**src/rtl/bma_ram.sv**
```systemverilog
`timescale 1ns / 1ps
// ============================================================================
// bma_ram
// Generic single-write, single-read RAM with registered read data.
// ============================================================================
module bma_ram #(
    parameter int WIDTH = 32,
    parameter int DEPTH = 64
) (
    input  logic                     clk,
    input  logic                     we,
    input  logic [$clog2(DEPTH)-1:0] waddr,
    input  logic [WIDTH-1:0]         wdata,
    input  logic [$clog2(DEPTH)-1:0] raddr,
    output logic [WIDTH-1:0]         rdata
);

    logic [WIDTH-1:0] mem [DEPTH];

    always_ff @(posedge clk)
    begin
        if (we)
        begin
            mem[waddr] <= wdata;
        end
        rdata <= mem[raddr];
    end

endmodule

```
**config.mk**
```make
export PLATFORM = sky130hd
export DESIGN_NAME = bma_ram
export DESIGN_NICKNAME = d
export VERILOG_FILES = /design/src/rtl/bma_ram.sv
export SDC_FILE = /design/constraint.sdc
export NUM_CORES = 2
export LEC_CHECK = 0
export ABC_AREA = 1
export BUFFER_PORTS_ARGS = -buffer_cell sky130_fd_sc_hd__buf_4
export CORE_ASPECT_RATIO = 0.7
export CORE_MARGIN = 2
export CORE_UTILIZATION = 25
export CTS_BUF_LIST = sky130_fd_sc_hd__clkbuf_4
export CTS_CLUSTER_DIAMETER = 200
export DETAILED_ROUTE_END_ITERATION = 10
export HOLD_SLACK_MARGIN = 0.08
export PLACE_DENSITY_LB_ADDON = 0.1
export SLEW_MARGIN = 20
export SYNTH_ARGS = -nofsm -noshare
export SYNTH_HDL_FRONTEND = slang
export SYNTH_SLANG_ARGS = --single-unit
export TNS_END_PERCENT = 20
```
**constraint.sdc**
```tcl
create_clock -name clk -period 5.6 [get_ports clk]
set_clock_uncertainty 0.2 [all_clocks]
set_input_delay 1.12 -clock clk [delete_from_list [all_inputs] [get_ports clk]]
set_output_delay 1.12 -clock clk [all_outputs]
set_load 0.03 [all_outputs]
```
==> impl_metrics.tcl <==
set metrics [dict create \
    outcome "completed" \
    yosysWarnings 0 \
    synthTopCellsByArea "edfxtp_1, nand3_1, nand2_1, buf_2, dfxtp_1" \
    start_kind "flip-flop" \
    rsz0062_at_grt "no" \
    syn_area_mm2 0.0827 \
    syn-num-nets 6815 \
    fin_crit_sh 0.634 \
    cp_slowest_cell "dfxtp_1" \
    clock_sinks 2080 \
    syn_area_per_cell_um2 12.2 \
    grtUsageTotal 0.181 \
    die_w_um 692 \
    ant_nets 0 \
    clk_latency_ps 1350 \
    grt_pass1_wl_um 434000 \
    cap_violations 0 \
    root_buffer "clkbuf_4" \
    cts_resized 0 \
    crit_path_end_kind "primary output" \
    firstDrtPassIters 6 \
    slew_headroom 0.205 \
    slowest_delay_ps 640 \
    crit_family "flip-flops" \
    setup_viol 0 \
    path_max_fanout 1 \
    crit_path_cell_trace "buf_4" \
    coreArea_mm2 0.329 \
    required_ps 4280 \
    yosysSeqAreaShare 0.751 \
    nFillCells 33900 \
    vias 55600 \
    drt_wl_total_um 311000 \
    p_leak_nw 34.0 \
    die_area_mm2 0.336 \
    die_h_um 485 \
    tns_ps 0 \
    drtIter0Drc 5198 \
    path_buf_inv 1 \
    hold_class "input port to flip-flop" \
    post_cts_buffers 0 \
    arrival_ps 2230 \
    layout-drive-gt1-share 0.165 \
    finalHoldViolations 0 \
    grt_overflow 0 \
    place_inst 11000 \
    cellPowerDensity_mw_per_mm2 346 \
    cts_buffers 558 \
    layout.cells.non_filler 12000 \
    seq_area_mm2 0.0621 \
    yosys.area.top_type "edfxtp_1" \
    synth_top_area_share 0.743 \
    grt_max_degree 148 \
    avgViaCountPerCell 4.65 \
    multiInputGateArea_mm2 0.0188 \
    h-tree-depth 6 \
    drc 0 \
    dp.final_hpwl_um 162000 \
    antenna_found_initial 48 \
    slew_violations 0 \
    clk_pin_slew_ps 70 \
    start_util 0.251 \
    clock_path_buffers 4 \
    worstMarginPinSlew_ps 1190 \
    cts_tree "built" \
    ys_types 16 \
    io_pins 78 \
    syn_inst 6769 \
    grt_pass1_vias 54500 \
    crit_type "flip-flop to primary output" \
    syn_to_final_growth_pct 17.1 \
    avgRoutedWirePerCell_um 25.9 \
    layout.nets 7238 \
    gp_congestion 0.719 \
    port-buffer-count 77 \
    max_freq_mhz 282 \
    rows 176 \
    ys_ff_latch 2080 \
    timing.final.crit_period_ps 3550 \
    ctsHoldBuffers 36 \
    ir_drop_v 0.000168 \
]
[power breakdown]
group          internal [mW]  switching [mW]
Sequential              17.2          0.0734
Combinational          0.529            1.75
Clock                   7.31            6.64
Total                   25.1            8.46
[path summary, 6_finish.rpt]
check             depth (start not counted)  slack, ps                     to                   from
hold reg to reg                           8        600      rdata[28]$_DFF_P_  mem[10][28]$_DFFE_PP_
hold / removal                            1        270  mem[20][25]$_DFFE_PP_              wdata[25]
setup / recovery                          1       2050              rdata[17]      rdata[17]$_DFF_P_
setup reg to reg                          9       3390       rdata[1]$_DFF_P_   mem[47][1]$_DFFE_PP_
[logic make-up (layout without fill, tap and decap cells)]
kind of cell	count (synthesis)	count (layout)	synth area share
DFF	2080	2080	0.751
other	0	16	0
buffers and inverters	461	1284	0.0278
and+or+nand+nor	4228	4228	0.221
[cell usage in the layout, fill, tap and decap left out, types with 6 or more instances in the layout]
cell type      count
dfxtp_1           32
dlygate4sd3_1     36
inv_2             23
nand4_1            9
clkinv_1          51
buf_12            67
buf_4            205
edfxtp_1        2048
inv_1              6
nor2_4            56
clkbuf_4         873
nand2_1         2248
nand3_1         1907
nor4_2             8
diode_2           16
bufinv_16          6
[flip-flops by register name, indices dropped and copies added, names as in the netlist]
| name | flops |
|---|---|
| mem | 2048 |
| rdata | 32 |
[cell usage after synthesis]
| library cell | number |
|---|---|
| nand2_1 | 2248 |
| edfxtp_1 | 2048 |
| nand3_1 | 1907 |
| buf_2 | 282 |
| clkbuf_1 | 77 |
| nor2_1 | 56 |
| buf_4 | 45 |
| buf_1 | 40 |
| dfxtp_1 | 32 |
| inv_1 | 9 |
| nand4_1 | 9 |
| nor4_1 | 8 |
| buf_6 | 3 |
| buf_8 | 2 |
| inv_2 | 2 |
| inv_4 | 1 |
[final cells by class]
cell class	count	area share
antenna	16	0.000413
multi-input combinational	4228	0.194
timing repair buffer	312	0.0341
clock buffer	873	0.0677
clock inverter	87	0.00523
tap	4361	0.0563
sequential	2080	0.642
inverter	12	0.000891
[through the flow]
step	util	power (mW)	hold slack, ps	instance area (µm²)	setup WS, ps
5_1_grt	0.294	35.1	155	96800	1750
4_1_cts	0.294	34.1	83.8	96800	1750
2_1_floorplan	-	18.7	521	82700	150
3_3_place_gp	0.272	19.9	588	89400	1240
3_5_place_dp	0.272	19.9	589	89400	1260
6_report	0.294	33.5	267	96900	2050
[metal layers]
layer  global-route usage  part of all wire  vias up
met5                    0           0.00020        -
met4               0.0477             0.023       10
met3               0.0385             0.062      442
met2                0.259              0.42     1685
met1                0.274              0.50    28100
li1                     -                 -    25400
No activity file was read; power rests on OpenSTA's default activity.
