**config.mk**
```make
export PLATFORM = sky130hd
export DESIGN_NAME = bma_job_fifo
export DESIGN_NICKNAME = d
export VERILOG_FILES = /design/src/rtl/bma_pkg.sv /design/src/rtl/bma_job_fifo.sv
export SDC_FILE = /design/constraint.sdc
export NUM_CORES = 1
export LEC_CHECK = 0
export BUFFER_PORTS_ARGS = -buffer_cell sky130_fd_sc_hd__buf_2
export CORE_UTILIZATION = 51
export CTS_BUF_LIST = sky130_fd_sc_hd__clkbuf_4 sky130_fd_sc_hd__clkbuf_8
export CTS_CLUSTER_DIAMETER = 30
export DETAILED_ROUTE_END_ITERATION = 8
export HOLD_SLACK_MARGIN = 0.03
export PLACE_DENSITY = 0.89
export SLEW_MARGIN = 20
export SYNTH_ARGS = -nofsm -noshare
export SYNTH_HDL_FRONTEND = slang
export SYNTH_SLANG_ARGS = --single-unit
```
**constraint.sdc**
```tcl
create_clock -name clk -period 3.75 [get_ports clk]
set_clock_uncertainty 0.15 [all_clocks]
set_input_delay 0.1875 -clock clk [delete_from_list [all_inputs] [get_ports clk]]
set_output_delay 0.1875 -clock clk [all_outputs]
set_load 0.1 [all_outputs]
```
**src/rtl/bma_pkg.sv**
```systemverilog
`timescale 1ns / 1ps
// ============================================================================
// bma_pkg
// Shared types and constants of the broadcast matrix arithmetic block.
// ============================================================================
package bma_pkg;

    // Defaults of the top-level parameters.
    localparam int MAX_DIM_DEF   = 8;
    localparam int FRAC_BITS_DEF = 16;

    // Fixed widths that follow from the interface fields.
    localparam int DATA_W = 32;
    localparam int DIM_W  = 4;   // dimension registers are four bits wide
    localparam int SZ_W   = 8;   // one operand holds at most 15 x 15 elements
    localparam int CNT_W  = 9;   // both operands together
    localparam int ACC_W  = 68;  // up to 15 exact 64-bit products

    // Depth of the job queue between front and back.
    localparam int JOB_Q_DEPTH = 2;

    // Operation codes.
    localparam logic [2:0] OP_MATMUL = 3'd0;
    localparam logic [2:0] OP_ADD    = 3'd1;
    localparam logic [2:0] OP_SUB    = 3'd2;
    localparam logic [2:0] OP_EMUL   = 3'd3;
    localparam logic [2:0] OP_EDIV   = 3'd4;

    // Result status codes.
    localparam logic [1:0] STAT_OK      = 2'd0;
    localparam logic [1:0] STAT_SHAPE   = 2'd1;
    localparam logic [1:0] STAT_DIVZERO = 2'd2;

    // Configuration register indexes.
    localparam logic [2:0] REG_OPERATION = 3'd0;
    localparam logic [2:0] REG_A_ROWS    = 3'd1;
    localparam logic [2:0] REG_A_COLS    = 3'd2;
    localparam logic [2:0] REG_B_ROWS    = 3'd3;
    localparam logic [2:0] REG_B_COLS    = 3'd4;

    // One complete run, as classified by the front.
    typedef struct packed {
        logic [2:0]       op;
        logic [DIM_W-1:0] ar;
        logic [DIM_W-1:0] ac;
        logic [DIM_W-1:0] br;
        logic [DIM_W-1:0] bc;
        logic [SZ_W-1:0]  bsz;
        logic [DIM_W-1:0] rows;
        logic [DIM_W-1:0] cols;
        logic             product;
        logic [1:0]       status;
    } job_t;

    typedef struct packed {
        logic full;
        logic empty;
    } fifo_stat_t;

endpackage

```
**src/rtl/bma_job_fifo.sv**
```systemverilog
`timescale 1ns / 1ps
// ============================================================================
// bma_job_fifo
// Short queue of classified runs between the front and the back.
// ============================================================================
module bma_job_fifo import bma_pkg::*; (
    input  logic       clk,
    input  logic       rst_n,
    input  logic       push,
    input  job_t       push_job,
    input  logic       pop,
    output logic       head_valid,
    output job_t       head_job,
    output fifo_stat_t stat
);

    localparam int DEPTH = JOB_Q_DEPTH;
    localparam int PTR_W = (DEPTH > 1) ? $clog2(DEPTH) : 1;

    job_t               slot_reg [DEPTH];
    logic [PTR_W-1:0]   wr_ptr_reg, rd_ptr_reg;
    logic [PTR_W:0]     count_reg;

    function automatic logic [PTR_W-1:0] ptr_inc(input logic [PTR_W-1:0] p);
        return (32'(p) == DEPTH - 1) ? '0 : p + PTR_W'(1);
    endfunction

    assign stat.empty = (count_reg == '0);
    assign stat.full  = (32'(count_reg) == DEPTH);
    assign head_valid = !stat.empty;
    assign head_job   = slot_reg[rd_ptr_reg];

    always_ff @(posedge clk or negedge rst_n)
    begin
        if (!rst_n)
        begin
            wr_ptr_reg <= '0;
            rd_ptr_reg <= '0;
            count_reg  <= '0;
        end
        else
        begin
            if (push && !stat.full)
            begin
                wr_ptr_reg <= ptr_inc(wr_ptr_reg);
            end
            if (pop && head_valid)
            begin
                rd_ptr_reg <= ptr_inc(rd_ptr_reg);
            end
            if ((push && !stat.full) && !(pop && head_valid))
            begin
                count_reg <= count_reg + (PTR_W+1)'(1);
            end
            else if (!(push && !stat.full) && (pop && head_valid))
            begin
                count_reg <= count_reg - (PTR_W+1)'(1);
            end
        end
    end

    always_ff @(posedge clk)
    begin
        if (push && !stat.full)
        begin
            slot_reg[wr_ptr_reg] <= push_job;
        end
    end

endmodule

```
==> results.cfg <==
[worst_setup_path]
r2r-start = count_reg[0]
r2r_slack_ps = 1810
r2r-end = slot_reg[1][22]
timing.critical_path.cells = mux2_2 -> buf_2
crit_fanout = 39
crit_required_ps = 3410
critPathSlowestCell = dfrtp_2
slowest_delay_ps = 1010
cp.depth = 2
crit_type = register to primary output
cp_top_family = flip-flops
path_buf_inv = 1
crit_end = head_job[8]
arrival_ps = 2120
startpoint = rd_ptr_reg
crit_path_end_kind = primary output
start_kind = register
rr_worst_depth = 2

[die]
placementRows = 27
initial_core_util_pct = 53.6
die_w_um = 78.6
core_region_area_um2 = 5570
ios = 83
die_h_um = 78.6
die_area_um2 = 6170

[timing]
layout_min_cycle_time_ps = 2460
maxSlewHeadroom_pct = 35.6
hold_viol = 0
setup_violations = 0
hold_ws_ps = 81.5
slew_violations = 0
setup-tns-final_ps = 0
grt_setup_unrepaired = false
setup_ws_ps = 1290
fmax_mhz = 407
fin_crit_sh_pct = 65.5
worstMarginPinSlew_ps = 966

[clock_network]
post-cts-setup-buffers = 0
cts_sinks = 80
cts_resized = 0
cts_tree = yes
cts-htree-levels = 3
cts_max_path_buffers = 2
root_buffer = clkbuf_8
cts_buffers = 9
worst_skew_pair.late_latency_ps = 340
path_clk_slew_ps = 80

[final_layout]
final_common_cell = buf_2
layout_common_cells = 82 x buf_2, 76 x edfxtp_1, 41 x dlygate4sd3_1
fin_nets = 312
final_core_util_pct = 74.2
diodes = 0
areaGrowthSynthToFinish_pct = 38.3
largest_reg_flops = 76
drive_above_1_share_pct = 51.1

[outcome]
status = finished clean

[synthesis]
netlist_area_um2 = 2990
ys_top_cells_by_area = edfxtp_1 76%, mux2_2 11%, mux2_4 5.0%
synth_nets = 181
synth_top_area_share_pct = 76.3
yosysTopAreaCell = edfxtp_1
ys_ff_latch = 80
avgSynthCellArea_um2 = 21.7
yosys_warnings = 0
synth_cells = 138
ys_types = 16
ys_seq_area_share_pct = 79.7

[route]
vias_per_cell = 4.90
routedWlPerCell_um = 16.2
dr.pass1.iters = 6
ant_nets = 0
first_iter_violations = 90
drt-total-wl_um = 5620
drc = 0
vias = 1695

[placement]
gp_congestion = 0.706
dp_hpwl_um = 3030
numPortBuffers = 82
place_ws_ps = 1640

[grt]
grt_start_max_net_pins = 40
antenna_found_initial = 0
grt_pass1_vias = 1765
grt.total_usage_pct = 19.4
grt_pass1_wl_um = 8400
globalRouteOverflowTotal = 0

[hold_path]
min_path_type = input port to register

[job]
drv_cap = 0
[cell families after synthesis]
logic type | share of synthesized area (%)
flops | 79.7
mux | 15.6
buf+inv | 1.76
simple gates | 1.13
xor+xnor | 1.46
fa+ha+maj | 0.418
[layout make-up]
cell class              count  area [µm²]
clock inverters             2        60.1
inverters                   3        11.3
fillers                   310        1440
well taps                  72        90.1
repair buffers            124         841
multi-input cells          51         564
flip-flops and latches     80        2380
clock buffers              14         186
[per-stage QoR]
stage / std cells / cell area (µm²)
after CTS: 345 / 4120
after global placement: 288 / 3460
final: 346 / 4140
after floorplan: 138 / 2990
after global routing: 346 / 4140
after detailed placement: 288 / 3460
[worst reg2reg max path, delay by kind of cell, from the launching register on]
family / cells / cell delay, ps
flip-flops: 1 / 420
AND/OR/NAND/NOR: 2 / 980
[Yosys cell counts (all sizes together)]
cell    number
or2          1
xor2         2
buf          4
edfxtp      76
mux2        38
nand2        2
nor2         2
and3         1
dfrtp        4
xnor2        3
nand2b       1
ha           1
inv          3
[timing repair]
item,in CTS,in global routing
hold endpoints to repair,81,0
hold buffers,41,0
endpoints found under the setup margin,0,0
[worst min-delay path by stage]
stage | start | endpoint | cells after the start
2_1_floorplan | rst_n | count_reg[0] | 0
3_3_place_gp | rst_n | count_reg[0] | 1
3_5_place_dp | rst_n | count_reg[1] | 1
4_1_cts | push | wr_ptr_reg | 3
5_1_grt | push | wr_ptr_reg | 3
6_report | push | wr_ptr_reg | 3
[per-layer routing]
metal	share of wire [%]	vias up	wire, µm	global-route usage [%]
met5	0	-	0	0
met3	5.8	9	326	5.81
li1	-	795	-	-
met1	41	818	2280	21.4
met2	52	73	2930	33.7
met4	1.5	0	87	10.0
Power is not shown: default switching activity piles up to over one toggle a cycle in this logic, so the estimate is an artifact.
