===== src/rtl/bma_pkg.sv =====
`timescale 1ns / 1ps
// ============================================================================
// bma_pkg
// Shared types and constants of the broadcast matrix arithmetic block.
// ============================================================================
package bma_pkg;

    // Defaults of the top-level parameters.
    localparam int MAX_DIM_DEF   = 8;
    localparam int FRAC_BITS_DEF = 16;

    // Fixed widths that follow from the interface fields.
    localparam int DATA_W = 32;
    localparam int DIM_W  = 4;   // dimension registers are four bits wide
    localparam int SZ_W   = 8;   // one operand holds at most 15 x 15 elements
    localparam int CNT_W  = 9;   // both operands together
    localparam int ACC_W  = 68;  // up to 15 exact 64-bit products

    // Depth of the job queue between front and back.
    localparam int JOB_Q_DEPTH = 2;

    // Operation codes.
    localparam logic [2:0] OP_MATMUL = 3'd0;
    localparam logic [2:0] OP_ADD    = 3'd1;
    localparam logic [2:0] OP_SUB    = 3'd2;
    localparam logic [2:0] OP_EMUL   = 3'd3;
    localparam logic [2:0] OP_EDIV   = 3'd4;

    // Result status codes.
    localparam logic [1:0] STAT_OK      = 2'd0;
    localparam logic [1:0] STAT_SHAPE   = 2'd1;
    localparam logic [1:0] STAT_DIVZERO = 2'd2;

    // Configuration register indexes.
    localparam logic [2:0] REG_OPERATION = 3'd0;
    localparam logic [2:0] REG_A_ROWS    = 3'd1;
    localparam logic [2:0] REG_A_COLS    = 3'd2;
    localparam logic [2:0] REG_B_ROWS    = 3'd3;
    localparam logic [2:0] REG_B_COLS    = 3'd4;

    // One complete run, as classified by the front.
    typedef struct packed {
        logic [2:0]       op;
        logic [DIM_W-1:0] ar;
        logic [DIM_W-1:0] ac;
        logic [DIM_W-1:0] br;
        logic [DIM_W-1:0] bc;
        logic [SZ_W-1:0]  bsz;
        logic [DIM_W-1:0] rows;
        logic [DIM_W-1:0] cols;
        logic             product;
        logic [1:0]       status;
    } job_t;

    typedef struct packed {
        logic full;
        logic empty;
    } fifo_stat_t;

endpackage


===== src/rtl/bma_back.sv =====
`timescale 1ns / 1ps
// ============================================================================
// bma_back
// Sequencer and datapath that compute and emit the elements of C.
// ============================================================================
module bma_back import bma_pkg::*; #(
    parameter int MAX_DIM   = MAX_DIM_DEF,
    parameter int FRAC_BITS = FRAC_BITS_DEF
) (
    input  logic                               clk,
    input  logic                               rst_n,
    input  logic                               q_valid,
    input  job_t                               q_job,
    output logic                               q_pop,
    output logic [$clog2(MAX_DIM*MAX_DIM)-1:0] a_raddr,
    output logic [$clog2(MAX_DIM*MAX_DIM)-1:0] b_raddr,
    input  logic [DATA_W-1:0]                  a_rdata,
    input  logic [DATA_W-1:0]                  b_rdata,
    output logic                               busy,
    output logic                               out_valid,
    input  logic                               out_stall,
    output logic [DATA_W-1:0]                  result_value,
    output logic [2:0]                         result_row,
    output logic [2:0]                         result_col,
    output logic [1:0]                         status,
    output logic                               last
);

    localparam int ADDR_W = $clog2(MAX_DIM * MAX_DIM);
    localparam int NUM_W  = DATA_W + FRAC_BITS;
    localparam int DCNT_W = $clog2(NUM_W + 1);
    localparam logic signed [ACC_W-1:0] RND = ACC_W'((64'd1 << FRAC_BITS) >> 1);

    typedef enum logic [7:0] {
        S_IDLE     = 8'b0000_0001,
        S_SCAN_RD  = 8'b0000_0010,
        S_SCAN_CHK = 8'b0000_0100,
        S_RD       = 8'b0000_1000,
        S_MUL      = 8'b0001_0000,
        S_ACC      = 8'b0010_0000,
        S_DIV      = 8'b0100_0000,
        S_EMIT     = 8'b1000_0000
    } state_t;

    state_t                    state_reg, state_next;
    job_t                      job_reg, job_next;
    logic [DIM_W-1:0]          i_reg, i_next, j_reg, j_next, k_reg, k_next;
    logic [SZ_W-1:0]           scan_reg, scan_next;
    logic                      err_reg, err_next;
    logic [1:0]                stat_reg, stat_next;
    logic [DATA_W-1:0]         x_reg, x_next, y_reg, y_next;
    logic signed [63:0]        prod_reg, prod_next;
    logic signed [ACC_W-1:0]   acc_reg, acc_next;
    logic [NUM_W-1:0]          num_reg, num_next;
    logic [DATA_W-1:0]         rem_reg, rem_next, den_reg, den_next;
    logic                      neg_reg, neg_next;
    logic [DCNT_W-1:0]         dcnt_reg, dcnt_next;
    logic                      out_valid_reg, out_valid_next;
    logic [DATA_W-1:0]         value_reg, value_next;
    logic [2:0]                row_reg, row_next, col_reg, col_next;
    logic [1:0]                ostat_reg, ostat_next;
    logic                      last_reg, last_next;

    logic [DIM_W-1:0]          a_r, a_c, b_r, b_c;
    logic [SZ_W-1:0]           a_idx, b_idx;
    logic                      out_free, is_last, ge;
    logic [DATA_W:0]           rem_sh;
    logic signed [ACC_W-1:0]   rnd_sum, shifted;
    logic signed [DATA_W:0]    as_sum;
    logic [DATA_W-1:0]         mac_val, as_val, div_val, xabs, yabs, value_calc;

    assign busy         = (state_reg != S_IDLE);
    assign out_valid    = out_valid_reg;
    assign result_value = value_reg;
    assign result_row   = row_reg;
    assign result_col   = col_reg;
    assign status       = ostat_reg;
    assign last         = last_reg;
    assign out_free     = !out_valid_reg || !out_stall;

    // Operand addresses: the inner index k walks the dot product, and a
    // dimension of one pins that index of a broadcast operand to zero.
    always_comb
    begin
        if (job_reg.product)
        begin
            a_r = i_reg;
            a_c = k_reg;
            b_r = k_reg;
            b_c = j_reg;
        end
        else
        begin
            a_r = (job_reg.ar == DIM_W'(1)) ? '0 : i_reg;
            a_c = (job_reg.ac == DIM_W'(1)) ? '0 : j_reg;
            b_r = (job_reg.br == DIM_W'(1)) ? '0 : i_reg;
            b_c = (job_reg.bc == DIM_W'(1)) ? '0 : j_reg;
        end
        a_idx   = SZ_W'(a_r) * SZ_W'(job_reg.ac) + SZ_W'(a_c);
        b_idx   = SZ_W'(b_r) * SZ_W'(job_reg.bc) + SZ_W'(b_c);
        a_raddr = ADDR_W'(a_idx);
        b_raddr = (state_reg == S_SCAN_RD) ? ADDR_W'(scan_reg) : ADDR_W'(b_idx);
    end

    // Result arithmetic.
    always_comb
    begin
        rnd_sum = acc_reg + RND;
        shifted = rnd_sum >>> FRAC_BITS;
        if ((&shifted[ACC_W-1:DATA_W-1]) || !(|shifted[ACC_W-1:DATA_W-1]))
        begin
            mac_val = shifted[DATA_W-1:0];
        end
        else
        begin
            mac_val = shifted[ACC_W-1] ? 32'h8000_0000 : 32'h7FFF_FFFF;
        end

        if (job_reg.op == OP_SUB)
        begin
            as_sum = $signed({x_reg[DATA_W-1], x_reg}) - $signed({y_reg[DATA_W-1], y_reg});
        end
        else
        begin
            as_sum = $signed({x_reg[DATA_W-1], x_reg}) + $signed({y_reg[DATA_W-1], y_reg});
        end
        if (as_sum[DATA_W] != as_sum[DATA_W-1])
        begin
            as_val = as_sum[DATA_W] ? 32'h8000_0000 : 32'h7FFF_FFFF;
        end
        else
        begin
            as_val = as_sum[DATA_W-1:0];
        end

        if (!neg_reg)
        begin
            div_val = (num_reg > NUM_W'(33'h0_7FFF_FFFF)) ? 32'h7FFF_FFFF
                                                          : num_reg[DATA_W-1:0];
        end
        else
        begin
            div_val = (num_reg > NUM_W'(33'h0_8000_0000)) ? 32'h8000_0000
                                                          : DATA_W'(-num_reg);
        end

        if (job_reg.op inside {OP_ADD, OP_SUB})
        begin
            value_calc = as_val;
        end
        else if (job_reg.op == OP_EDIV)
        begin
            value_calc = div_val;
        end
        else
        begin
            value_calc = mac_val;
        end

        xabs   = x_reg[DATA_W-1] ? DATA_W'(-x_reg) : x_reg;
        yabs   = y_reg[DATA_W-1] ? DATA_W'(-y_reg) : y_reg;
        rem_sh = {rem_reg, num_reg[NUM_W-1]};
        ge     = (rem_sh >= {1'b0, den_reg});
    end

    always_comb
    begin
        state_next     = state_reg;
        job_next       = job_reg;
        i_next         = i_reg;
        j_next         = j_reg;
        k_next         = k_reg;
        scan_next      = scan_reg;
        err_next       = err_reg;
        stat_next      = stat_reg;
        x_next         = x_reg;
        y_next         = y_reg;
        prod_next      = prod_reg;
        acc_next       = acc_reg;
        num_next       = num_reg;
        rem_next       = rem_reg;
        den_next       = den_reg;
        neg_next       = neg_reg;
        dcnt_next      = dcnt_reg;
        value_next     = value_reg;
        row_next       = row_reg;
        col_next       = col_reg;
        ostat_next     = ostat_reg;
        last_next      = last_reg;
        out_valid_next = out_valid_reg && out_stall;
        q_pop          = 1'b0;
        is_last        = (i_reg == job_reg.rows - DIM_W'(1))
                      && (j_reg == job_reg.cols - DIM_W'(1));

        case (state_reg)
            S_IDLE:
            begin
                if (q_valid)
                begin
                    q_pop     = 1'b1;
                    job_next  = q_job;
                    i_next    = '0;
                    j_next    = '0;
                    k_next    = '0;
                    scan_next = '0;
                    acc_next  = '0;
                    err_next  = (q_job.status != STAT_OK);
                    stat_next = q_job.status;
                    if (q_job.status != STAT_OK)
                    begin
                        state_next = S_EMIT;
                    end
                    else if (q_job.op == OP_EDIV)
                    begin
                        state_next = S_SCAN_RD;
                    end
                    else
                    begin
                        state_next = S_RD;
                    end
                end
            end
            S_SCAN_RD:
            begin
                state_next = S_SCAN_CHK;
            end
            S_SCAN_CHK:
            begin
                if (b_rdata == '0)
                begin
                    err_next   = 1'b1;
                    stat_next  = STAT_DIVZERO;
                    state_next = S_EMIT;
                end
                else if (scan_reg == job_reg.bsz - SZ_W'(1))
                begin
                    state_next = S_RD;
                end
                else
                begin
                    scan_next  = scan_reg + SZ_W'(1);
                    state_next = S_SCAN_RD;
                end
            end
            S_RD:
            begin
                state_next = S_MUL;
            end
            S_MUL:
            begin
                x_next     = a_rdata;
                y_next     = b_rdata;
                prod_next  = $signed(a_rdata) * $signed(b_rdata);
                state_next = S_ACC;
            end
            S_ACC:
            begin
                acc_next = acc_reg + ACC_W'(prod_reg);
                if (job_reg.op == OP_EDIV)
                begin
                    num_next   = NUM_W'(xabs) << FRAC_BITS;
                    den_next   = yabs;
                    rem_next   = '0;
                    neg_next   = x_reg[DATA_W-1] ^ y_reg[DATA_W-1];
                    dcnt_next  = DCNT_W'(NUM_W);
                    state_next = S_DIV;
                end
                else if (job_reg.product && (k_reg != job_reg.ac - DIM_W'(1)))
                begin
                    k_next     = k_reg + DIM_W'(1);
                    state_next = S_RD;
                end
                else
                begin
                    state_next = S_EMIT;
                end
            end
            S_DIV:
            begin
                num_next  = {num_reg[NUM_W-2:0], ge};
                rem_next  = ge ? DATA_W'(rem_sh - {1'b0, den_reg}) : rem_sh[DATA_W-1:0];
                dcnt_next = dcnt_reg - DCNT_W'(1);
                if (dcnt_reg == DCNT_W'(1))
                begin
                    state_next = S_EMIT;
                end
            end
            S_EMIT:
            begin
                if (out_free)
                begin
                    out_valid_next = 1'b1;
                    value_next     = err_reg ? '0 : value_calc;
                    row_next       = err_reg ? '0 : i_reg[2:0];
                    col_next       = err_reg ? '0 : j_reg[2:0];
                    ostat_next     = stat_reg;
                    last_next      = err_reg || is_last;
                    if (err_reg || is_last)
                    begin
                        state_next = S_IDLE;
                    end
                    else
                    begin
                        k_next   = '0;
                        acc_next = '0;
                        if (j_reg == job_reg.cols - DIM_W'(1))
                        begin
                            j_next = '0;
                            i_next = i_reg + DIM_W'(1);
                        end
                        else
                        begin
                            j_next = j_reg + DIM_W'(1);
                        end
                        state_next = S_RD;
                    end
                end
            end
            default:
            begin
                state_next = S_IDLE;
            end
        endcase
    end

    always_ff @(posedge clk or negedge rst_n)
    begin
        if (!rst_n)
        begin
            state_reg     <= S_IDLE;
            out_valid_reg <= 1'b0;
        end
        else
        begin
            state_reg     <= state_next;
            out_valid_reg <= out_valid_next;
        end
    end

    always_ff @(posedge clk)
    begin
        job_reg   <= job_next;
        i_reg     <= i_next;
        j_reg     <= j_next;
        k_reg     <= k_next;
        scan_reg  <= scan_next;
        err_reg   <= err_next;
        stat_reg  <= stat_next;
        x_reg     <= x_next;
        y_reg     <= y_next;
        prod_reg  <= prod_next;
        acc_reg   <= acc_next;
        num_reg   <= num_next;
        rem_reg   <= rem_next;
        den_reg   <= den_next;
        neg_reg   <= neg_next;
        dcnt_reg  <= dcnt_next;
        value_reg <= value_next;
        row_reg   <= row_next;
        col_reg   <= col_next;
        ostat_reg <= ostat_next;
        last_reg  <= last_next;
    end

`ifndef NO_ASSERTIONS
    // An error run is a single zero result that closes the run.
    a_err_result: assert property (@(posedge clk) disable iff (!rst_n)
        (out_valid_reg && ostat_reg != STAT_OK) |-> (last_reg && value_reg == '0))
        else $error("error result is not a closing zero");

    // The divide-by-zero scan keeps a zero divisor away from the divider.
    a_div_nonzero: assert property (@(posedge clk) disable iff (!rst_n)
        (state_reg == S_ACC && job_reg.op == OP_EDIV) |-> (y_reg != '0))
        else $error("divider started with a zero divisor");

    // A dot product is emitted only after its last inner term.
    a_dot_done: assert property (@(posedge clk) disable iff (!rst_n)
        (state_reg == S_EMIT && !err_reg && job_reg.product)
        |-> (k_reg == job_reg.ac - DIM_W'(1)))
        else $error("dot product emitted early");

    // The sequencer only leaves idle when it takes a queued run.
    a_idle_hold: assert property (@(posedge clk) disable iff (!rst_n)
        (state_reg == S_IDLE && !q_valid) |=> (state_reg == S_IDLE))
        else $error("sequencer started without a queued run");
`endif

endmodule

===== config.mk =====
export PLATFORM = sky130hd
export DESIGN_NAME = bma_back
export DESIGN_NICKNAME = d
export VERILOG_FILES = /design/src/rtl/bma_pkg.sv /design/src/rtl/bma_back.sv
export SDC_FILE = /design/constraint.sdc
export NUM_CORES = 2
export LEC_CHECK = 0
export ABC_CLOCK_PERIOD_IN_PS = 9500
export BUFFER_PORTS_ARGS = -buffer_cell sky130_fd_sc_hd__buf_2
export CORE_ASPECT_RATIO = 0.7
export CORE_UTILIZATION = 60
export CTS_CLUSTER_SIZE = 25
export DETAILED_ROUTE_END_ITERATION = 12
export GPL_ROUTABILITY_DRIVEN = 0
export PLACE_DENSITY = 0.79
export SLEW_MARGIN = 10
export SYNTH_ARGS = -nofsm -noshare
export SYNTH_HDL_FRONTEND = slang
export SYNTH_SLANG_ARGS = --single-unit

===== constraint.sdc =====
create_clock -name clk -period 9.5 [get_ports clk]
set_clock_uncertainty 0.05 [all_clocks]
set_input_delay 0.95 -clock clk [delete_from_list [all_inputs] [get_ports clk]]
set_output_delay 0.95 -clock clk [all_outputs]
set_load 0.05 [all_outputs]

==> run metrics <==
Critical Path Fanout Max=22; Worst setup EP type=flop; I/O Buffers=161; Setup WS post-layout=0.547 ns; ranking of synthesized cells by area=fa_1 34%, edfxtp_1 19%, inv_1 7.3%; layout cells sized above 1=6.13%; Final Hold Vio Count=0; R2R Path Start=y_reg[0]; core area=106,000 um^2; WS Path Type=primary input to flop; Wirelength per Cell=21.3 um; Max transition margin=19.3%; top_reg_cell synth=edfxtp_1; first-pass GRT wire length=283,000 um; #FFs+latches synth=424; Routed Antenna Nets=0; # IOs=162; remaining global-route overflow=0; Die X=394 um; cell taking the most area after synthesis=fa_1; Top cell by count, worst path=fa_1; Mapped Nets=8,355; Iter 0 DRT Violations=5,398; most frequent cells in the layout=1,247 x inv_1, 1,097 x fa_1, 759 x nand2_1; vias in the first global route=51,600; Synth cell types=92; R2R depth=20; Cells after Synth=6,800; Post-Syn Area=64,600 um^2; final setup violation count=0; HPWL after detailed placement=141,000 um; worst stage delay on the critical path=0.64 ns; via count=49,500; final worst path period share=94.2%; Max Slew Vio Count=0; Nets=8,384; Chip Height=276 um; setup TNS=0 ns; 1st-pass router iterations=9; most common cell after layout, fill and taps aside=inv_1; # Post-CTS Setup Buffers=0; cts hold-fix bufs=0; Critical Path Stages=29; post-CTS resize count=0; status=finished, final reports clean; Syn Area/Cell=9.49 um^2; Buf/Inv on CP=8; FF-to-FF setup slack=2.78 ns; Starting Density=60.6%; max frequency=112 MHz; async set or reset register ratio after synthesis=2.12%; Seq/Total Area, Yosys=19.7%; max reg flops=68; reg-to-reg endpoint=result_value[23]; P&R area growth vs syn=6.32%; worst skew pair latency=0.62 ns; Worst Path Required=9.82 ns; worst hold slack=0.124 ns; Root Buffer=clkbuf_16; CTS tree=done; YS warnings=0; Core Rows=100; Clock Sinks=424; fin crit period=8.95 ns; Clock transition at path regs=0.06 ns; crit-path leading delay family=adder cells; total of max-cap violations=0; placement-stage worst setup slack=0.0739 ns; slowest CP cell=nor3_1; Yosys top cell area share=34.0%; DRC violations left=0; CTS H-tree lvls=2; Startpoint Class=primary input; FILL cells=8,146; post-DR vias/cell=5.97; largest net degree at the start of global routing=80; Die Area=109,000 um^2; Hold Path Class=primary input to async pin; initial antenna violation count=10; Total Routing Usage GR=33.1%; number of synthesized flops with an enable pin=415; Worst Tran Pin Value=1.20 ns; Critical Path AT=9.27 ns; cts bufs inserted=47; DRT Wirelength=177,000 um; clock buffer depth=3; unrepaired setup endpoints after global routing=false
-- cell type report --
type | instances | area, um^2 | area share [%]
Clock inverter | 31 | 382 | 0.556
Sequential cell | 424 | 12700 | 18.5
Multi-Input combinational cell | 4830 | 46100 | 67.2
Clock buffer | 52 | 1240 | 1.80
Tap cell | 1428 | 1790 | 2.60
Timing Repair Buffer | 278 | 1730 | 2.53
Antenna cell | 5 | 12.5 | 0.0182
Inverter | 1248 | 4680 | 6.83
-- synth_stat cells (all sizes together) (12+ instances only) --
library cell  instances
a211o                15
a211oi               32
a21o                100
a21oi               236
a221o                17
a31oi                43
and2                562
and3                 31
buf                  13
clkbuf              285
edfxtp              415
fa                 1097
ha                  352
inv                1247
mux2i                17
nand2               761
nand2b               46
nand3                80
nand3b               12
nand4                49
nor2                311
nor2b                33
nor3                 74
nor4                 43
o211ai               13
o21a                 26
o21ai               228
o21bai               30
o311ai               13
o31ai                28
or2                  20
or3                  31
or4                  23
xnor2               210
xor2                164
-- how the worst max path moves through the flow --
stage          startpoint            to  slack, ns
3_5_place_dp   b_rdata[4]  prod_reg[62]       0.07
3_3_place_gp   b_rdata[4]  prod_reg[62]       0.14
6_report       a_rdata[6]  prod_reg[62]       0.55
2_1_floorplan  b_rdata[2]  prod_reg[62]       1.01
5_1_grt        b_rdata[4]  prod_reg[62]       0.31
4_1_cts        b_rdata[4]  prod_reg[62]       0.70
-- kinds of logic after synthesis --
family	after synthesis	synth area share, %
XOR/XNOR	374	5.07
multiplexers	19	0.298
buffers and inverters	1546	9.03
adder cells (fa/ha/maj)	1449	40.8
AO/OA/AOI/OAI	876	8.67
flip-flops	424	19.7
AND/OR/NAND/NOR	2112	16.4
-- layer usage --
layer / wire length (um) / track usage (%) / vias to the layer above / part of all wire (%)
li1: - / - / 21600 / -
met1: 68900 / 44.2 / 24500 / 39
met2: 80400 / 52.5 / 2898 / 45
met3: 20000 / 7.61 / 477 / 11
met4: 7730 / 13.1 / 0 / 4.4
met5: 0 / 0 / - / 0
-- worst register-to-register path: stages, from the launching register on --
cell      delay [ns]
edfxtp_1        0.51
or3_1           0.41
or3_4           0.37
or4_4           0.45
or4_4           0.45
or3_1           0.46
nand2b_4        0.24
nor2_4          0.12
nand2_2         0.09
or3_1           0.36
nand2_1         0.10
xor2_1          0.19
ha_1            0.33
a211oi_1        0.24
o21ai_0         0.12
nand3b_1        0.09
o311ai_0        0.16
xnor2_1         0.40
nor3_2          0.13
nor3_2          0.92
a221o_1         0.39
-- metrics by stage --
stage               util [%]  area [um^2]  instances
global route            64.5        68600       8294
floorplan                  -        64600       6800
CTS                     64.4        68600       8291
detailed placement      62.9        67000       8208
global placement        62.9        67000       8208
finish                  64.5        68600       8296
Power is not shown: default switching activity piles up to over one toggle a cycle in this logic, so the estimate is an artifact.
