### src/rtl/bma_pkg.sv
`timescale 1ns / 1ps
// ============================================================================
// bma_pkg
// Shared types and constants of the broadcast matrix arithmetic block.
// ============================================================================
package bma_pkg;

    // Defaults of the top-level parameters.
    localparam int MAX_DIM_DEF   = 8;
    localparam int FRAC_BITS_DEF = 16;

    // Fixed widths that follow from the interface fields.
    localparam int DATA_W = 32;
    localparam int DIM_W  = 4;   // dimension registers are four bits wide
    localparam int SZ_W   = 8;   // one operand holds at most 15 x 15 elements
    localparam int CNT_W  = 9;   // both operands together
    localparam int ACC_W  = 68;  // up to 15 exact 64-bit products

    // Depth of the job queue between front and back.
    localparam int JOB_Q_DEPTH = 2;

    // Operation codes.
    localparam logic [2:0] OP_MATMUL = 3'd0;
    localparam logic [2:0] OP_ADD    = 3'd1;
    localparam logic [2:0] OP_SUB    = 3'd2;
    localparam logic [2:0] OP_EMUL   = 3'd3;
    localparam logic [2:0] OP_EDIV   = 3'd4;

    // Result status codes.
    localparam logic [1:0] STAT_OK      = 2'd0;
    localparam logic [1:0] STAT_SHAPE   = 2'd1;
    localparam logic [1:0] STAT_DIVZERO = 2'd2;

    // Configuration register indexes.
    localparam logic [2:0] REG_OPERATION = 3'd0;
    localparam logic [2:0] REG_A_ROWS    = 3'd1;
    localparam logic [2:0] REG_A_COLS    = 3'd2;
    localparam logic [2:0] REG_B_ROWS    = 3'd3;
    localparam logic [2:0] REG_B_COLS    = 3'd4;

    // One complete run, as classified by the front.
    typedef struct packed {
        logic [2:0]       op;
        logic [DIM_W-1:0] ar;
        logic [DIM_W-1:0] ac;
        logic [DIM_W-1:0] br;
        logic [DIM_W-1:0] bc;
        logic [SZ_W-1:0]  bsz;
        logic [DIM_W-1:0] rows;
        logic [DIM_W-1:0] cols;
        logic             product;
        logic [1:0]       status;
    } job_t;

    typedef struct packed {
        logic full;
        logic empty;
    } fifo_stat_t;

endpackage

### src/rtl/bma_front.sv
`timescale 1ns / 1ps
// ============================================================================
// bma_front
// Configuration registers, operand loading and shape classification.
// ============================================================================
module bma_front import bma_pkg::*; #(
    parameter int MAX_DIM = MAX_DIM_DEF
) (
    input  logic                             clk,
    input  logic                             rst_n,
    input  logic                             cfg_valid,
    output logic                             cfg_ready,
    input  logic [2:0]                       cfg_index,
    input  logic [DIM_W-1:0]                 cfg_data,
    input  logic                             in_valid,
    output logic                             in_stall,
    input  logic [DATA_W-1:0]                element,
    input  logic                             back_busy,
    input  fifo_stat_t                       q_stat,
    output logic                             q_push,
    output job_t                             q_job,
    output logic                             a_we,
    output logic                             b_we,
    output logic [$clog2(MAX_DIM*MAX_DIM)-1:0] wr_addr,
    output logic [DATA_W-1:0]                wr_data
);

    localparam int ADDR_W = $clog2(MAX_DIM * MAX_DIM);

    logic [2:0]       op_reg;
    logic [DIM_W-1:0] a_rows_reg, a_cols_reg, b_rows_reg, b_cols_reg;
    logic [CNT_W-1:0] load_count_reg, load_count_next;

    logic [DIM_W-1:0] ar, ac, br, bc;
    logic [SZ_W-1:0]  asz, bsz;
    logic [CNT_W-1:0] total, b_idx, load_inc;
    logic             accept, a_sc, b_sc, shape_ok;

    function automatic logic [DIM_W-1:0] eff_dim(input logic [DIM_W-1:0] v);
        logic [DIM_W-1:0] r;
        r = v;
        if (v == '0)
        begin
            r = DIM_W'(1);
        end
        else if (32'(v) > MAX_DIM)
        begin
            r = DIM_W'(MAX_DIM);
        end
        return r;
    endfunction

    assign cfg_ready = 1'b1;

    // Nothing is loaded while a run is queued or being computed.
    assign in_stall = back_busy || !q_stat.empty;
    assign accept   = in_valid && !in_stall;

    always_comb
    begin
        ar       = eff_dim(a_rows_reg);
        ac       = eff_dim(a_cols_reg);
        br       = eff_dim(b_rows_reg);
        bc       = eff_dim(b_cols_reg);
        asz      = SZ_W'(ar) * SZ_W'(ac);
        bsz      = SZ_W'(br) * SZ_W'(bc);
        total    = CNT_W'(asz) + CNT_W'(bsz);
        b_idx    = load_count_reg - CNT_W'(asz);
        load_inc = load_count_reg + CNT_W'(1);
        a_sc     = (asz == SZ_W'(1));
        b_sc     = (bsz == SZ_W'(1));

        a_we    = 1'b0;
        b_we    = 1'b0;
        wr_addr = ADDR_W'(load_count_reg);
        wr_data = element;
        if (load_count_reg < CNT_W'(asz))
        begin
            a_we = accept;
        end
        else
        begin
            wr_addr = ADDR_W'(b_idx);
            b_we    = accept && (b_idx < CNT_W'(bsz));
        end

        q_push          = 1'b0;
        load_count_next = load_count_reg;
        if (accept)
        begin
            if (load_inc >= total)
            begin
                q_push          = 1'b1;
                load_count_next = '0;
            end
            else
            begin
                load_count_next = load_inc;
            end
        end

        shape_ok = ((op_reg inside {OP_MATMUL, OP_ADD, OP_SUB}) && (a_sc || b_sc))
                || (ar == br && ac == bc)
                || (ac == bc && (ar == DIM_W'(1) || br == DIM_W'(1)))
                || (ar == br && (ac == DIM_W'(1) || bc == DIM_W'(1)));

        q_job         = '0;
        q_job.op      = op_reg;
        q_job.ar      = ar;
        q_job.ac      = ac;
        q_job.br      = br;
        q_job.bc      = bc;
        q_job.bsz     = bsz;
        q_job.rows    = (ar > br) ? ar : br;
        q_job.cols    = (ac > bc) ? ac : bc;
        q_job.product = 1'b0;
        q_job.status  = STAT_OK;
        if (op_reg > OP_EDIV)
        begin
            q_job.status = STAT_SHAPE;
        end
        else if (op_reg == OP_MATMUL && !a_sc && !b_sc)
        begin
            if (ac != br)
            begin
                q_job.status = STAT_SHAPE;
            end
            else
            begin
                q_job.rows    = ar;
                q_job.cols    = bc;
                q_job.product = 1'b1;
            end
        end
        else if (!shape_ok)
        begin
            q_job.status = STAT_SHAPE;
        end
    end

    always_ff @(posedge clk or negedge rst_n)
    begin
        if (!rst_n)
        begin
            op_reg         <= OP_MATMUL;
            a_rows_reg     <= DIM_W'(1);
            a_cols_reg     <= DIM_W'(1);
            b_rows_reg     <= DIM_W'(1);
            b_cols_reg     <= DIM_W'(1);
            load_count_reg <= '0;
        end
        else
        begin
            load_count_reg <= load_count_next;
            if (cfg_valid && cfg_ready)
            begin
                case (cfg_index)
                    REG_OPERATION: op_reg     <= cfg_data[2:0];
                    REG_A_ROWS:    a_rows_reg <= cfg_data;
                    REG_A_COLS:    a_cols_reg <= cfg_data;
                    REG_B_ROWS:    b_rows_reg <= cfg_data;
                    REG_B_COLS:    b_cols_reg <= cfg_data;
                    default:       ;
                endcase
            end
        end
    end

endmodule

### config.mk
export PLATFORM = sky130hd
export DESIGN_NAME = bma_front
export DESIGN_NICKNAME = d
export VERILOG_FILES = /design/src/rtl/bma_pkg.sv /design/src/rtl/bma_front.sv
export SDC_FILE = /design/constraint.sdc
export NUM_CORES = 1
export LEC_CHECK = 0
export ABC_AREA = 1
export BUFFER_PORTS_ARGS = -buffer_cell sky130_fd_sc_hd__clkbuf_2
export CAP_MARGIN = 20
export CORE_MARGIN = 3
export CORE_UTILIZATION = 40
export DETAILED_ROUTE_END_ITERATION = 8
export HOLD_SLACK_MARGIN = 0.08
export PLACE_DENSITY_LB_ADDON = 0.25
export SLEW_MARGIN = 20
export SYNTH_ARGS = -nofsm -noshare
export SYNTH_HDL_FRONTEND = slang
export SYNTH_SLANG_ARGS = --single-unit
### constraint.sdc
create_clock -name clk -period 10.4 [get_ports clk]
set_input_delay 0 -clock clk [delete_from_list [all_inputs] [get_ports clk]]
set_output_delay 0 -clock clk [all_outputs]
set_load 0.02 [all_outputs]
==> flow_summary.json, run 1 <==
{
  "outcome": "complete, no violations",
  "post-dp-hpwl_um": 9110,
  "finalCritPeriodShare": 0.539,
  "synthesis.nets": 757,
  "die_w_um": 109,
  "root_buffer": "clkbuf_8",
  "clock_skew_ns": 0.00704,
  "maxSlewHeadroom": 0.463,
  "core_area_um2": 10400,
  "yosys.area_share.simple": 0.289,
  "cap_violations": 0,
  "r2r_cells": 24,
  "portBuffers": 59,
  "vias": 4226,
  "holdCritPathClass": "in -> reg",
  "largest_reg_flops": 9,
  "route.detailed.drc": 0,
  "synth-seq-cells": 28,
  "synth-adder-area-share": 0.226,
  "gp_congestion": 0.958,
  "synth.distinct_cells": 33,
  "fmax_mhz": 178,
  "yosys_warnings": 0,
  "grt_first_pass_wirelength_um": 18700,
  "r2r-end": "load_count_reg[2]$_DFFE_PN0P_",
  "insertion_delay_ns": 0.29,
  "synth_xor_area_frac": 0.0492,
  "h-tree-depth": 1,
  "hp-start": "q_stat[0]",
  "die_h_um": 109,
  "worstPathMaxFanout": 10,
  "start_kind": "flip-flop",
  "power_density_nw_per_um2": 294,
  "io_pins": 127,
  "num_rows": 37,
  "synth_top_family_by_area": "simple AND/OR/NAND/NOR gates",
  "start_util": 0.412,
  "fillCellCount": 1070,
  "grt_start_max_net_pins": 29,
  "drtAntennaViolNets": 0,
  "cts_tree": "done",
  "vias_per_cell": 5.07,
  "holdPathStages": 4,
  "finalHoldViolCount": 0,
  "r2r-start": "a_cols_reg[3]$_DFFE_PN0P_",
  "reg2reg_setup_slack_ns": 4.84,
  "area_growth_pct": 14.1,
  "synth.area.mux_share": 0,
  "yosysSeqAreaShare": 0.165,
  "grt.overflow.total": 0,
  "worstMarginPinSlew_ns": 0.799,
  "cp.required_ns": 10.40,
  "seq_area_um2": 706,
  "die_area_um2": 12000,
  "post_cts_buffers": 0,
  "leakage_nw": 2.81,
  "final_util": 0.470,
  "antenna_found_initial": 0,
  "cts.sinks": 28,
  "routedWlPerCell_um": 13.7,
  "layout-drive-gt1-share": 0.123,
  "cts_made_buffers": 3,
  "report.power.total_mw": 1.43,
  "timing_worst_setup_path_type": "reg -> out",
  "antenna_cells": 0,
  "clk_path_buf_depth": 2,
  "arrival_ns": 5.60,
  "synth_compound_gate_area_share": 0.104,
  "finalNetCount": 815,
  "report.final.slew_viol_count": 0,
  "drt_iter0_markers": 208,
  "crit_path_end_kind": "primary output",
  "multi_input_area_um2": 2860,
  "worstHoldEndpoint": "load_count_reg[3]$_DFFE_PN0P_",
  "setup_violations": 0,
  "setup-tns-final_ns": 0,
  "avgSynthCellArea_um2": 6.67,
  "syn_area_um2": 4270,
  "wirelength_um": 11400,
  "hold_slack_ns": 0.125,
  "drtPass1Iterations": 5,
  "rsz0062_at_grt": "no",
  "grt_use_total": 0.194,
  "synth_cells": 640,
  "grt_pass1_vias": 4010,
  "ir_drop_v": 0.000115,
  "period_needed_ns": 5.60,
  "clk_pin_slew_worst_paths_ns": 0.12,
  "crit_start": "a_cols_reg[3]$_DFFE_PN0P_"
}
-- logic make-up (layout without fill, tap and decap cells) --
kind of cell               Yosys count  count (layout)
other                                2               2
adders and majority gates           71              71
xor gates and xnor gates            24              24
and+or+nand+nor                    286             286
AOI/OAI and AO/OA                   83              83
DFF                                 28              28
buffers and inverters              146             203
-- synthesized netlist by cell type, drive strengths merged --
master	number	area, µm²
nand2	164	631
inv	101	379
ha	61	763
o21ai	50	262
nor2	49	199
nand3	48	250
buf	40	307
a21oi	26	130
dfrtp	24	601
xor2	13	114
xnor2	11	96.3
fa	10	200
nor3	9	45.0
nand3b	8	60.1
nand4	7	43.8
clkbuf	5	18.8
dfstp	4	105
a21o	3	22.5
conb	2	7.51
a21boi	1	7.51
a31oi	1	6.26
a32oi	1	8.76
o31ai	1	7.51
or2	1	6.26
-- power by group --
part | total, mW | internal, mW | leakage, nW | switching (mW)
combinational | 1.16 | 0.400 | 2.42 | 0.764
clock | 0.0949 | 0.0517 | 0.0357 | 0.0432
sequential | 0.172 | 0.138 | 0.352 | 0.0348
-- through the flow --
| stage | setup slack [ns] | instance area, µm² | std cells |
|---|---|---|---|
| 6_report | 4.80 | 4870 | 833 |
| 5_1_grt | 4.38 | 4870 | 833 |
| 4_1_cts | 4.75 | 4870 | 833 |
| 3_5_place_dp | 4.87 | 4410 | 790 |
| 3_3_place_gp | 4.96 | 4410 | 790 |
| 2_1_floorplan | 5.53 | 4270 | 640 |
-- worst max-delay path, stage by stage (launching register included) --
cell	delay, ns
dfrtp_1	0.64
inv_1	0.21
nand2_1	0.26
inv_1	0.18
nand2_1	0.12
fa_1	0.44
fa_1	0.54
fa_1	0.48
xor2_1	0.31
ha_1	0.34
nand2_1	0.11
inv_1	0.04
nand2_1	0.05
nand2_1	0.04
nor2_1	0.24
nor2_1	0.07
nand3_1	0.08
nand2_1	0.09
xnor2_1	0.14
inv_1	0.05
ha_1	0.17
or2_2	0.29
a21oi_1	0.11
nand2_1	0.06
nor2_1	0.08
clkbuf_2	0.17
-- routing by layer --
layer | wire (µm) | track usage | part of all wire | vias to the layer above
met5 | 0 | 0 | 0 | -
met3 | 720 | 0.0211 | 0.063 | 10
met2 | 5390 | 0.329 | 0.47 | 142
met1 | 5190 | 0.269 | 0.46 | 1944
met4 | 96 | 0.0329 | 0.0084 | 0
li1 | - | - | - | 2130
-- placed cells by master, fill, tap and decap left out, types with 4 or more instances in the layout --
cell / netlist / routed
nand2_1: 158 / 158
inv_1: 98 / 98
ha_1: 61 / 61
clkbuf_2: 0 / 59
nand3_1: 46 / 46
nor2_1: 45 / 45
o21ai_0: 43 / 43
dlygate4sd3_1: 0 / 39
a21oi_1: 26 / 26
dfrtp_1: 24 / 24
xor2_1: 13 / 13
xnor2_1: 11 / 11
fa_1: 10 / 10
nor3_1: 9 / 9
nand3b_1: 8 / 8
nand4_1: 7 / 7
nand2_2: 6 / 6
o21ai_1: 4 / 4
dfstp_2: 4 / 4
-- worst max path at each step --
stage	endpoint	slack, ns	cells after the start
2_1_floorplan	load_count_reg[7]$_DFFE_PN0P_	5.53	25
3_3_place_gp	load_count_reg[7]$_DFFE_PN0P_	4.96	24
3_5_place_dp	load_count_reg[7]$_DFFE_PN0P_	4.87	24
4_1_cts	b_we	4.75	25
5_1_grt	b_we	4.38	25
6_report	b_we	4.80	25
-- layout make-up --
type,count,share of cell area
timing repair buffer,98,0.141
tap,136,0.0349
multi-input combinational,466,0.587
inverter,101,0.0778
clock buffer,3,0.00847
clock inverter,1,0.00616
sequential,28,0.145
-- repair_timing --
item | in CTS | in global routing
resized for setup | 0 | 0
endpoints found under the hold margin | 70 | 0
hold buffers | 39 | 0
setup endpoints to repair | 0 | 0
Power figures use the tool's default switching activity.
==> run 2: changes to the inputs <==
Clock period 10.4 ns to 5.85 ns, I/O delays scaled along.
==> flow_summary.json, run 2 (synthesis gave the netlist of run 1 again) <==
{
  "outcome": "complete, no violations",
  "final_cell_mix": "158 x nand2_1, 98 x inv_1, 61 x ha_1, 59 x clkbuf_2, 46 x nand3_1",
  "antenna_found_initial": 0,
  "root_buffer": "clkbuf_8",
  "setup-tns-final_ns": 0,
  "grt_start_max_net_pins": 29,
  "grt.overflow.total": 0,
  "power_density_nw_per_um2": 522,
  "drt_iter0_markers": 237,
  "vias": 4198,
  "ir_drop_v": 0.000197,
  "area_growth_pct": 14.2,
  "post_cts_buffers": 0,
  "cp-endpoint": "q_push",
  "insertion_delay_ns": 0.30,
  "h-tree-depth": 1,
  "io_pins": 127,
  "num_rows": 37,
  "leakage_nw": 2.82,
  "place_inst": 792,
  "start_kind": "flip-flop",
  "final_util": 0.470,
  "ctsResizeCount": 0,
  "largest_reg_flops": 9,
  "holdCritPathClass": "in -> reg",
  "timing_worst_setup_path_type": "reg -> out",
  "crit_path_end_kind": "primary output",
  "wirelength_um": 11400,
  "maxSlewHeadroom": 0.409,
  "rsz0062_at_grt": "no",
  "dp_slack_ns": 0.550,
  "clk_pin_slew_worst_paths_ns": 0.12,
  "drtPass1Iterations": 4,
  "arrival_ns": 5.38,
  "start_util": 0.412,
  "r2r-end": "load_count_reg[7]$_DFFE_PN0P_",
  "cts_made_buffers": 3,
  "slowest_stage": "dfrtp_1",
  "cts.sinks": 28,
  "final_cells": 834,
  "worstPathMaxFanout": 9,
  "cap_violations": 0,
  "die_w_um": 109,
  "fmax_mhz": 186,
  "crit_start": "b_rows_reg[3]$_DFFE_PN0P_",
  "setup_violations": 0,
  "gp_congestion": 0.941,
  "drtAntennaViolNets": 0,
  "core_area_um2": 10400,
  "cp_common_cell": "inv_1",
  "die_area_um2": 12000,
  "portBuffers": 59,
  "worstMarginPinSlew_ns": 0.879,
  "r2r-start": "b_rows_reg[3]$_DFFE_PN0P_",
  "antenna_cells": 0,
  "design_area_um2": 4880,
  "finalCritPeriodShare": 0.919,
  "cp.required_ns": 5.85,
  "cts_hold_buf": 38,
  "finalNetCount": 816,
  "die_h_um": 109,
  "clock_skew_ns": 0.00706,
  "r2r_cells": 25,
  "layout-drive-gt1-share": 0.126,
  "reg2reg_setup_slack_ns": 0.52,
  "fin_ws_ns": 0.472,
  "layout_commonest_cell": "nand2_1",
  "grt_use_total": 0.199,
  "finalHoldViolCount": 0,
  "report.final.slew_viol_count": 0,
  "clk_path_buf_depth": 2,
  "period_needed_ns": 5.38,
  "critPathMaxStageDelay_ns": 0.60,
  "routedWlPerCell_um": 13.6,
  "hp-start": "q_stat[0]",
  "post-dp-hpwl_um": 9140,
  "postPlaceCellArea_um2": 4430,
  "grt_pass1_vias": 3979,
  "grt_first_pass_wirelength_um": 19100,
  "vias_per_cell": 5.03,
  "cts_tree": "done",
  "route.detailed.drc": 0
}
-- run 2: cell count changes in the layout (fill, tap and decap cells not counted), sizes merged --
cell and delta:
buf +2, dlygate4sd3 -1
-- run 2: report_power, final --
part | internal (mW) | total [mW] | switching (mW)
sequential | 0.245 | 0.302 | 0.0571
clock | 0.0921 | 0.167 | 0.0747
combinational | 0.716 | 2.08 | 1.36
total | 1.05 | 2.54 | 1.49
-- run 2: per-layer routing --
metal | wire, µm | vias up | global-route usage
li1 | - | 2131 | -
met1 | 5280 | 1932 | 0.271
met2 | 5310 | 126 | 0.345
met3 | 668 | 9 | 0.0182
met4 | 112 | 0 | 0.0356
met5 | 0 | - | 0
-- run 2: area by class of cell --
| type | instances | area [µm²] |
|---|---|---|
| fill | 1100 | 5490 |
| clock buffer | 3 | 41.3 |
| inverter | 101 | 379 |
| multi-input combinational | 466 | 2860 |
| sequential | 28 | 706 |
| clock inverter | 1 | 30.0 |
| tap | 136 | 170 |
| timing repair buffer | 99 | 691 |
-- run 2: how the worst min path moves through the flow --
stage / slack, ns / endpoint / cells after the start
finish: 0.11 / load_count_reg[3]$_DFFE_PN0P_ / 3
global route: 0.11 / load_count_reg[3]$_DFFE_PN0P_ / 3
CTS: 0.09 / load_count_reg[3]$_DFFE_PN0P_ / 3
detailed placement: 0.0001 / wr_data[23] / 0
global placement: 0.0001 / wr_data[23] / 0
floorplan: -0.30 / a_cols_reg[1]$_DFFE_PN0P_ / 0
-- run 2: metrics by stage --
| stage | power [mW] | hold WS, ns |
|---|---|---|
| 2_1_floorplan | 1.85 | -0.296 |
| 3_3_place_gp | 2.30 | 0.000149 |
| 3_5_place_dp | 2.34 | 0.000149 |
| 4_1_cts | 2.56 | 0.0860 |
| 5_1_grt | 2.86 | 0.107 |
| 6_report | 2.54 | 0.112 |
-- run 2: critical path: cells and delay by family, from the launching register on --
family                     cells  cell delay, ns
DFF                            1            0.60
AOI/OAI and AO/OA              4            0.68
adders and majority gates      5            2.14
xor gates and xnor gates       1            0.34
buffers and inverters          7            0.66
and+or+nand+nor                8            0.68
==> run 3: changes to the inputs <==
Settings changed: BUFFER_PORTS_ARGS -buffer_cell sky130_fd_sc_hd__clkbuf_2 to -buffer_cell sky130_fd_sc_hd__buf_2.
==> flow_summary.json, run 3 (synthesis gave the netlist of run 1 again) <==
{
  "leakage_nw": 2.83,
  "drtAntennaViolNets": 0,
  "critPathMaxStageDelay_ns": 0.60,
  "insertion_delay_ns": 0.29,
  "cts_tree": "done",
  "period_needed_ns": 5.36,
  "cts_made_buffers": 3,
  "vias_per_cell": 5.09,
  "finalCritPeriodShare": 0.915,
  "finalHoldViolCount": 0,
  "power_density_nw_per_um2": 522,
  "timing_worst_setup_path_type": "reg -> out",
  "setup_violations": 0,
  "crit_path_cell_trace": "inv_2 > nand2_2 > nor2_1 > fa_1 > inv_1 > fa_1 > inv_1 > fa_1 > xnor2_1 > inv_1 > ha_1 > a21oi_1 > a21boi_0 > nand2_1 > nand2_1 > a21oi_1 > ha_1 > a21oi_1 > o21ai_0 > a21oi_1 > nand3_1 > nand2_1 > inv_1 > buf_2",
  "clock_skew_ns": 0.00598,
  "die_w_um": 109,
  "layout_commonest_cell": "nand2_1",
  "setup-tns-final_ns": 0,
  "start_util": 0.412,
  "drtPass1Iterations": 5,
  "p_sw_mw": 1.49,
  "cts_hold_buf": 38,
  "design_area_um2": 4880,
  "grt_start_max_net_pins": 29,
  "post-dp-hpwl_um": 9160,
  "ir_drop_v": 0.000222,
  "clk_pin_slew_worst_paths_ns": 0.12,
  "clk_path_buf_depth": 2,
  "arrival_ns": 5.36,
  "grt_use_total": 0.197,
  "crit_path_end_kind": "primary output",
  "route.detailed.drc": 0,
  "antenna_cells": 0,
  "final_cell_mix": "158 x nand2_1, 98 x inv_1, 61 x ha_1, 59 x buf_2, 46 x nand3_1",
  "report.final.slew_viol_count": 0,
  "start_kind": "flip-flop",
  "root_buffer": "clkbuf_8",
  "die_area_um2": 12000,
  "routedWlPerCell_um": 13.8,
  "finalNetCount": 816,
  "post_cts_buffers": 0,
  "largest_reg_flops": 9,
  "pwr-share-comb": 0.817,
  "maxSlewHeadroom": 0.489,
  "grt_pass1_vias": 4075,
  "clock_power_share": 0.065,
  "cp.required_ns": 5.85,
  "drt_iter0_markers": 163,
  "worstMarginPinSlew_ns": 0.761,
  "ctsResizeCount": 0,
  "slowest_stage": "dfrtp_1",
  "die_h_um": 109,
  "h-tree-depth": 1,
  "portBuffers": 59,
  "num_rows": 37,
  "io_pins": 127,
  "postPlaceCellArea_um2": 4430,
  "cap_violations": 0,
  "holdCritPathClass": "in -> reg",
  "worstPathMaxFanout": 9,
  "wirelength_um": 11500,
  "fillCellCount": 1112,
  "outcome": "complete, no violations",
  "p_seq_frac": 0.118,
  "rsz0062_at_grt": "no",
  "cts.sinks": 28,
  "vias": 4241,
  "netSwitchingFraction": 0.585,
  "gp_congestion": 0.917,
  "p_int_mw": 1.06,
  "area_growth_pct": 14.2,
  "report.power.total_mw": 2.55,
  "grt_first_pass_wirelength_um": 19100,
  "antenna_found_initial": 0,
  "fmax_mhz": 187,
  "core_area_um2": 10400,
  "grt.overflow.total": 0,
  "layout-drive-gt1-share": 0.126
}
==> run 3: cell count changes in the layout (fill, tap and decap cells not counted) <==
cell      change
buf_2        +59
clkbuf_2     -59
==> run 3: cell type report <==
class | count | area (µm²) | area share
multi-input combinational | 466 | 2860 | 0.586
sequential | 28 | 706 | 0.145
timing repair buffer | 99 | 691 | 0.142
inverter | 101 | 379 | 0.0777
tap | 136 | 170 | 0.0349
clock buffer | 3 | 41.3 | 0.00847
clock inverter | 1 | 30.0 | 0.00616
==> run 3: path summary, 6_finish.rpt <==
kind,start,to,slack [ns],cells past startpoint
hold / removal,back_busy,load_count_reg[3]$_DFFE_PN0P_,0.11,4
setup reg to reg,b_rows_reg[3]$_DFFE_PN0P_,load_count_reg[7]$_DFFE_PN0P_,0.49,24
max in group asynchronous,rst_n,b_rows_reg[2]$_DFFE_PN0P_,5.13,2
hold reg to reg,b_cols_reg[2]$_DFFE_PN0P_,b_cols_reg[2]$_DFFE_PN0P_,0.49,2
setup / recovery,b_rows_reg[3]$_DFFE_PN0P_,q_push,0.49,24
min in group asynchronous,rst_n,load_count_reg[2]$_DFFE_PN0P_,0.26,2
==> run 3: metrics by stage <==
step / utilization / std cells / worst slack, ns / hold slack [ns]
5_1_grt: 0.470 / 834 / 0.000627 / 0.127
4_1_cts: 0.470 / 834 / 0.482 / 0.0880
3_5_place_dp: 0.427 / 792 / 0.599 / 0.000149
6_report: 0.470 / 834 / 0.495 / 0.110
3_3_place_gp: 0.427 / 792 / 0.651 / 0.000149
2_1_floorplan: - / 640 / 0.980 / -0.296
==> run 3: worst max-delay path: cells and delay by family, from the launching register on <==
kind                       cells  cell delay [ns]
and+or+nand+nor                6             0.60
adders and majority gates      5             2.14
DFF                            1             0.60
xor gates and xnor gates       1             0.34
AOI/OAI and AO/OA              6             0.81
buffers and inverters          6             0.56
==> run 3: layer usage <==
layer	routed length, µm	track usage	vias up
li1	-	-	2134
met1	5370	0.276	1973
met2	5420	0.335	122
met3	561	0.0206	12
met4	125	0.0312	0
met5	0	0	-
==> run 3: power groups by stage <==
stage	logic (mW)	clock network (mW)	registers, mW
after detailed placement	2.04	0	0.305
after global routing	2.37	0.178	0.311
after floorplan	1.56	0	0.288
final	2.08	0.166	0.300
after global placement	1.99	0	0.303
after CTS	2.08	0.174	0.301
